**config.mk**
```make
export PLATFORM = sky130hd
export DESIGN_NAME = epa_queue
export DESIGN_NICKNAME = d
export VERILOG_FILES = /design/src/sv/epa_queue.sv
export SDC_FILE = /design/constraint.sdc
export NUM_CORES = 1
export LEC_CHECK = 0
export BUFFER_PORTS_ARGS = -buffer_cell sky130_fd_sc_hd__clkbuf_2
export CAP_MARGIN = 20
export CORE_MARGIN = 4
export CORE_UTILIZATION = 48
export CTS_CLUSTER_DIAMETER = 200
export DETAILED_ROUTE_END_ITERATION = 16
export MAX_ROUTING_LAYER = met4
export PLACE_DENSITY_LB_ADDON = 0.08
export SLEW_MARGIN = 25
export SYNTH_ARGS = -nofsm -noshare
export SYNTH_HDL_FRONTEND = slang
export SYNTH_SLANG_ARGS = --single-unit
```
**constraint.sdc**
```tcl
create_clock -name clock -period 1.9 [get_ports clock]
set_input_delay 0.19 -clock clock [delete_from_list [all_inputs] [get_ports clock]]
set_output_delay 0.19 -clock clock [all_outputs]
set_load 0.1 [all_outputs]
```
**src/sv/epa_queue.sv**
```systemverilog
// epa_queue: two-entry word queue between front and back
// depends on nothing
`default_nettype none
module epa_queue #(
   parameter int DATA_W = 8
) (
   input  logic              clock,
   input  logic              reset,
   input  logic              push,
   input  logic [DATA_W-1:0] push_data,
   input  logic              pop,
   output logic [DATA_W-1:0] head_data,
   output logic              full,
   output logic              empty
);
   logic [DATA_W-1:0] slot_ff [2];
   logic              wr_ptr_ff;
   logic              rd_ptr_ff;
   logic [1:0]        count_ff;

   assign full      = (count_ff == 2'd2);
   assign empty     = (count_ff == 2'd0);
   assign head_data = slot_ff[rd_ptr_ff];

   always_ff @(posedge clock) begin
      if (push) begin
         slot_ff[wr_ptr_ff] <= push_data;
      end
   end

   always_ff @(posedge clock) begin
      if (reset) begin
         wr_ptr_ff <= 1'b0;
         rd_ptr_ff <= 1'b0;
         count_ff  <= 2'd0;
      end else begin
         if (push) wr_ptr_ff <= !wr_ptr_ff;
         if (pop)  rd_ptr_ff <= !rd_ptr_ff;
         count_ff <= count_ff + 2'(push) - 2'(pop);
      end
   end

endmodule
`default_nettype wire

```
== Word-level counts from Yosys, hierarchy flattened ==
Memory sizes are Yosys's and may differ from the RTL's. A register that Yosys moved wholly into a read port is not among the register bits.
Cells that the tools add are included.

* RAM bits: 16
* Word-level logic and storage cells: 14
* Output and inout port bits: 10
* Memories kept: 1
* Register bits: 4
* Bits of input ports: 12

{| class="wikitable"
|+ Memories
! name !! depth !! width !! read ports !! clocked after memory_dff !! wr ports !! RTL line !! RTL
|-
| slot_ff || 2 || 8 || 1 || 1 || 1 || 16 || <nowiki>logic [DATA_W-1:0] slot_ff [2];</nowiki>
|}

* Multiplexer cells: 4
* Add/subtract/negate cells: 2
* Reduce and logical (&&, ||, !) cells: 3
* Equality and inequality tests: 1

{| class="wikitable"
|+ Operators by type and width
! cell !! number
|-
| 1-bit two-way mux || 4
|-
| 2-bit by 1-bit adder with 2-bit output || 1
|-
| 2-bit == test (second input constant) || 1
|-
| 1-bit logical NOT || 2
|-
| 2-bit logical NOT || 1
|-
| 2-bit by 1-bit subtractor with 2-bit output || 1
|}

== Longest topological paths before layout ==
Gate-level depths: netlist of run 1.

* Depth after elaboration: 3
* Mapped depth: 6

== Worst setup path before layout of run 1 ==
Ideal clock, no wire load.

* Path kind: register -> output
* From: reg count_ff[1]
* To: out full
* Cell stages (with the launch flop): 2
* Data arrival time: 1706 ps
* Path buffers: 0
* Slack: 4 ps
* Cell sequence: dfxtp_1 > nor2b_1

* Longest elaborated chain between the ends: 1

{| class="wikitable"
|+ Ends and longest elaborated chain
! item !! RTL line !! RTL
|-
| from (decl) || 19 || <nowiki>logic [1:0] count_ff;</nowiki>
|-
| from (signal assigned) || 39 || <nowiki>count_ff <= count_ff + 2'(push) - 2'(pop);</nowiki>
|-
| 2-bit == test || 21 || <nowiki>assign full = (count_ff == 2'd2);</nowiki>
|-
| to (decl) || 13 || <nowiki>output logic full,</nowiki>
|}

No other way between the ends.

==> reports/metrics.csv, run 1 <==
stage,metric,value,unit
outcome,outcome,finished clean,
power_and_ir_drop,p_leak,0.388,nW
timing,min_period_over_period,93.4,%
clock_tree,post_cts_buffers,0,
die,start_util,51.4,%
timing,hold_violations,0,
logic_synthesis,syn_area_per_cell,17.2,µm²
timing,worst_pin_slew,0.544,ns
detailed_routing,wirelength,1.08,mm
logic_synthesis,synth_nets,60,
global_route,antenna_found_initial,0,
worst_setup_path,critPathMaxFanout,8,
power_and_ir_drop,p_int,0.698,mW
power_and_ir_drop,p_sw,0.420,mW
die,die_area,0.00236,mm²
layout,nNetsFinal,86,
power_and_ir_drop,comb_power_share,32.5,%
die,die_width,48.6,µm
timing,slew_headroom,63.9,%
placement,port-buffer-count,21,
logic_synthesis,synth_edf_count,16,
worst_setup_path,startpoint_type,flop,
worst_setup_path,cp_slowest_cell,dfxtp_1,
detailed_routing,drt_iter0_drc,2,
logic_synthesis,synth.largest_area_cell,edfxtp_1,
layout,final_cell_area,946,µm²
die,ios,22,
clock_tree,cts.path.max_buffers,2,
clock_tree,clkTransAtPathRegs,0.11,ns
logic_synthesis,synth_area_leaders,"edfxtp_1, dfxtp_1, mux2_2, ha_1, xnor3_1",
logic_synthesis,synth-seq-cells,21,
clock_tree,cts_tree,yes,
logic_synthesis,synth_area,792,µm²
die,rows,14,
hold_path,worstHoldPathCells,1,
worst_setup_path,end_kind,output pin,
detailed_routing,drc_errors,0,
logic_synthesis,yosys-top-cells-count,"edfxtp_1, mux2_2, dfxtp_1, nor2_1, nor2b_1",
power_and_ir_drop,vdd_ir_drop_max,0.643,mV
global_route,grt_pass1_wl,1.88,mm
hold_path,min_from,push_data[7],
clock_tree,htree_levels,1,
worst_setup_path,max_stage_delay,0.54,ns
placement,dpl.hpwl,814,µm
timing,rsz0062_at_grt,false,
logic_synthesis,synth_top_cell_area_share,60.7,%
clock_tree,clock_latency,0.29,ns
timing,period_needed,1.77,ns
worst_setup_path,crit_type,reg2out,
hold_path,hp-class,in2reg,
die,core_area,0.00154,mm²
logic_synthesis,ys_warn_count,0,
detailed_routing,antenna_left,0,
layout,drive_above_1_share,46.5,%
layout,n_antenna_cell,0,
timing,finClkSkew,0.00295,ns
worst_setup_path,arrival,1.58,ns
run,maxCapViolCount,0,
clock_tree,clock_sinks,21,
timing,max_freq,564,MHz
clock_tree,root_buffer,clkbuf_4,
logic_synthesis,yosysMostFrequentCell,edfxtp_1,
timing,fin_hold_ws,0.0819,ns
logic_synthesis,ys_types,11,
timing,setup_viol_count_final,0,
power_and_ir_drop,p_clk_share,18.0,%
global_route,grt_usage,10.4,%
detailed_routing,avgRoutedWirePerCell,12.4,µm
clock_tree,ctsHoldBuffers,0,
logic_synthesis,ys.flop_type,edfxtp_1,
placement,dpl_cell_area,920,µm²
detailed_routing,drt_pass1_iterations,2,
worst_setup_path,cp.required,1.71,ns
power_and_ir_drop,pwr-share-seq,49.5,%
logic_synthesis,netlist_instances,46,
global_route,grt_max_degree,12,
die,die_y,48.6,µm
detailed_routing,via_per_inst,4.94,
power_and_ir_drop,switching_share,37.6,%
placement,place_congestion,0.670,
worst_setup_path,r2r_setup_slack,0.51,ns
power_and_ir_drop,p_per_area,1180,mW/mm²
clock_tree,cts_resized,0,
logic_synthesis,ys_async_sr_fraction,0,%
global_route,first_global_vias,452,
logic_synthesis,synth_seq_area_share,73.3,%
worst_setup_path,cp_cell_sequence,mux2_2 -> clkbuf_2,
layout,syn_to_final_growth,19.4,%
clock_tree,numCtsBuffers,3,
layout,fin_util,61.4,%
worst_setup_path,rr_startpoint,count_ff[0],
detailed_routing,vias,430,
timing,final-max-slew-violation-count,0,
worst_setup_path,worstRegToRegCells,6,
timing,tns,0,ns
global_route,overflow,0,
[metal layers]
layer  GRT usage [%]  wire, µm  vias to the layer above
li1                -         -                      216
met1            12.5       470                      199
met2            16.3       533                       15
met3            3.37        77                        0
met4            4.04         0                        0
met5               -         0                        -
[critical path: cells and delay by family, from the launching register on]
| family | cells | cell delay [ns] |
|---|---|---|
| multiplexers | 1 | 0.38 |
| flip-flops | 1 | 0.54 |
| buffers and inverters | 1 | 0.37 |
[logic make-up after synthesis]
family	Yosys count	share of synthesized area, %
multiplexers	8	11.4
adder cells (fa/ha/maj)	2	3.16
AND/OR/NAND/NOR	9	5.53
XOR/XNOR	3	5.06
flip-flops	21	73.3
buffers and inverters	3	1.58
[path summary, 6_finish.rpt]
check             endpoint
min reg2reg      rd_ptr_ff
min          slot_ff[1][7]
max reg2reg    count_ff[1]
max           head_data[6]
[registers in the layout, indices dropped and copies added, names as in the netlist, named ones only]
| name | flops |
|---|---|
| wr_ptr_ff | 1 |
| count_ff | 2 |
| rd_ptr_ff | 1 |
| slot_ff | 16 |
[cell usage in the layout, fill, tap and decap left out]
master / instances
and2_1: 1
buf_4: 1
clkbuf_1: 1
clkbuf_2: 21
clkbuf_4: 3
dfxtp_1: 5
edfxtp_1: 16
ha_1: 2
inv_1: 2
mux2_2: 8
nor2_1: 5
nor2b_1: 3
xnor2_1: 2
xnor3_1: 1
[power by group through the flow]
stage	clock, mW	sequential (mW)	combinational, mW
after floorplan	0	0.555	0.317
after global placement	0	0.564	0.364
after detailed placement	0	0.565	0.365
after CTS	0.213	0.555	0.366
after global routing	0.233	0.559	0.384
final	0.201	0.554	0.363
[cell type report]
class	count	area [µm²]
clock buffers	4	26.3
fillers	138	596
inverters	2	7.51
multi-input cells	22	199
flip-flops and latches	21	581
well taps	16	20.0
repair buffers	22	113
[stage by stage]
stage	std cells	setup WS (ns)	total power, mW
CTS	87	0.0914	1.13
global placement	83	0.455	0.927
floorplan	46	0.00403	0.873
finish	87	0.126	1.12
global route	87	0.0359	1.18
detailed placement	83	0.437	0.930
Note: power is estimated with default switching activity, not from simulation.
==> run 2, diff against run 1 <==
BUFFER_PORTS_ARGS = unset   (was -buffer_cell sky130_fd_sc_hd__clkbuf_2)
CORE_UTILIZATION = 52   (was 48)
DONT_BUFFER_PORTS = 1   (was unset)
==> run 2 against run 1 <==
Net effect:
- non-clock buffer count shrank 10
- fmax grew 9.1%
- sequential share of layout area shrank 0.24 points
- register-to-register slack lost 0.08 ns
- critical path type unchanged
- largest power group unchanged
==> reports/metrics.csv, run 2 (synthesis results as in run 1) <==
stage,metric,value,unit,change
worst_setup_path,cp_cell_sequence,mux2_2,,was mux2_2 -> clkbuf_2
timing,max_freq,615,MHz,was 564 MHz
power_and_ir_drop,p_per_area,1180,mW/mm²,about the same
power_and_ir_drop,p_leak,0.349,nW,was 0.388 nW
power_and_ir_drop,comb_power_share,32.6,%,was 32.5%
timing,setup_viol_count_final,0,,unchanged
global_route,antenna_found_initial,0,,unchanged
layout,reg_top3,"slot_ff (16), count_ff (2)",,unchanged
layout,final_common_cell,edfxtp_1,,was clkbuf_2
timing,slew_headroom,65.2,%,was 63.9%
placement,dpl.hpwl,832,µm,was 814 µm
die,die_y,47.0,µm,was 48.6 µm
clock_tree,root_buffer,clkbuf_4,,unchanged
layout,n_antenna_cell,0,,unchanged
detailed_routing,wirelength,1.11,mm,was 1.08 mm
timing,worst_pin_slew,0.525,ns,was 0.544 ns
clock_tree,cts.path.max_buffers,2,,unchanged
worst_setup_path,cp_slowest_cell,mux2_2,,was dfxtp_1
placement,port-buffer-count,0,,was 21
detailed_routing,met3WireLength,118,µm,was 77 µm
detailed_routing,drt_pass1_iterations,3,,was 2
worst_setup_path,cp.required,1.71,ns,about the same
power_and_ir_drop,p_clk_share,17.9,%,was 18.0%
hold_path,min_from,push,,was push_data[7]
detailed_routing,via_per_inst,5.01,,was 4.94
layout,drive_above_1_share,26.2,%,was 46.5%
power_and_ir_drop,p_int,0.704,mW,was 0.698 mW
clock_tree,clkTransAtPathRegs,0.10,ns,was 0.11 ns
layout,finalNonFillerCells,76,,was 87
clock_tree,numCtsBuffers,3,,unchanged
power_and_ir_drop,switching_share,37.3,%,was 37.6%
global_route,grt_max_degree,12,,unchanged
power_and_ir_drop,p_sw,0.419,mW,was 0.420 mW
timing,finClkSkew,0.00401,ns,was 0.00295 ns
worst_setup_path,rr_startpoint,count_ff[0],,unchanged
clock_tree,ctsHoldBuffers,9,,was 0
clock_tree,cts_resized,0,,unchanged
layout,nNetsFinal,76,,was 86
detailed_routing,wl_met2,590,µm,was 533 µm
worst_setup_path,startpoint_type,flop,,unchanged
timing,final-max-slew-violation-count,0,,unchanged
clock_tree,post_cts_buffers,0,,unchanged
run,maxCapViolCount,0,,unchanged
clock_tree,htree_levels,1,,unchanged
timing,hold_violations,0,,unchanged
global_route,grt_usage,12.7,%,was 10.4%
power_and_ir_drop,p_total,1.12,mW,about the same
global_route,first_global_vias,392,,was 452
timing,period_needed,1.63,ns,was 1.77 ns
layout,fill_cells,92,,was 138
timing,tns,0,ns,unchanged
clock_tree,cts_tree,yes,,unchanged
layout,largest-register,slot_ff,,unchanged
detailed_routing,antenna_left,0,,unchanged
power_and_ir_drop,pwr-share-seq,49.6,%,was 49.5%
die,ios,22,,unchanged
die,rows,13,,was 14
outcome,outcome,finished clean,,unchanged
detailed_routing,drc_errors,0,,unchanged
timing,min_period_over_period,85.5,%,was 93.4%
detailed_routing,met1_length,402,µm,was 470 µm
global_route,grt_pass1_wl,1.79,mm,was 1.88 mm
worst_setup_path,cp_num_buf_inv,0,,was 1
worst_setup_path,critPathMaxFanout,8,,unchanged
hold_path,hp-class,in2reg,,unchanged
layout,syn_to_final_growth,19.9,%,was 19.4%
die,die_width,47.0,µm,was 48.6 µm
placement,place_congestion,0.638,,was 0.670
global_route,overflow,0,,unchanged
die,start_util,58.0,%,was 51.4%
layout,largest_reg_flops,16,,unchanged
detailed_routing,top_layer_used,met3,,unchanged
worst_setup_path,crit_family,multiplexers,,was flip-flops
worst_setup_path,max_stage_delay,0.61,ns,was 0.54 ns
timing,rsz0062_at_grt,false,,unchanged
worst_setup_path,arrival,1.44,ns,was 1.58 ns
clock_tree,clock_sinks,21,,unchanged
power_and_ir_drop,vdd_ir_drop_max,0.747,mV,was 0.643 mV
die,die_area,0.00221,mm²,was 0.00236 mm²
die,core_area,0.00137,mm²,was 0.00154 mm²
clock_tree,clock_latency,0.29,ns,about the same
worst_setup_path,crit_type,reg2out,,unchanged
detailed_routing,vias,381,,was 430
worst_setup_path,end_kind,output pin,,unchanged
placement,dp_cells,63,,was 83
detailed_routing,avgRoutedWirePerCell,14.6,µm,was 12.4 µm
detailed_routing,drt_iter0_drc,1,,was 2
layout,mostFrequentLayoutCells,"edfxtp_1, dlygate4sd3_1, mux2_2, dfxtp_1, nor2_1",,"was clkbuf_2, edfxtp_1, mux2_2, nor2_1, dfxtp_1"
-- run 2: cell types whose count changed in the layout (fill, tap and decap cells not counted) --
cell           change
nor2b_1            -1
clkbuf_2          -21
dlygate4sd3_1      +9
nor2_1             -1
buf_4              +2
nor2b_2            +1
nor2_2             +1
-- run 2: layout make-up --
cell class	instances	area, µm²	area share, %
flip-flops and latches	21	581	61.1
multi-input cells	22	204	21.5
repair buffers	12	113	11.9
clock buffers	4	26.3	2.77
well taps	15	18.8	1.98
inverters	2	7.51	0.791
-- run 2: power by group through the flow --
stage | sequential (mW) | clock, mW | combinational [mW]
finish | 0.556 | 0.200 | 0.365
global route | 0.561 | 0.232 | 0.380
CTS | 0.557 | 0.206 | 0.369
detailed placement | 0.568 | 0 | 0.351
global placement | 0.564 | 0 | 0.343
floorplan | 0.555 | 0 | 0.317
-- run 2: per-layer routing --
layer	vias to the layer above	GRT usage [%]
met5	-	-
met4	0	6.63
met3	0	4.21
met2	13	20.6
met1	175	13.6
li1	193	-
-- run 2: worst paths after layout --
kind                                endpoint  slack, ns  cells past startpoint
worst max-delay path            head_data[7]       0.27                      1
worst min-delay path               wr_ptr_ff       0.04                      2
worst min register to register          flop       0.55                      2
worst max register to register   count_ff[1]       0.43                      6
-- run 2: metrics by stage --
stage	hold WS (ns)	cell area [µm²]	setup slack, ns	utilization [%]
2_1_floorplan	0.262	792	0.00403	-
3_5_place_dp	0.265	833	0.440	61.0
4_1_cts	0.0267	950	0.254	69.5
3_3_place_gp	0.263	833	0.550	61.0
5_1_grt	0.0245	950	0.203	69.5
6_report	0.0363	950	0.275	69.5
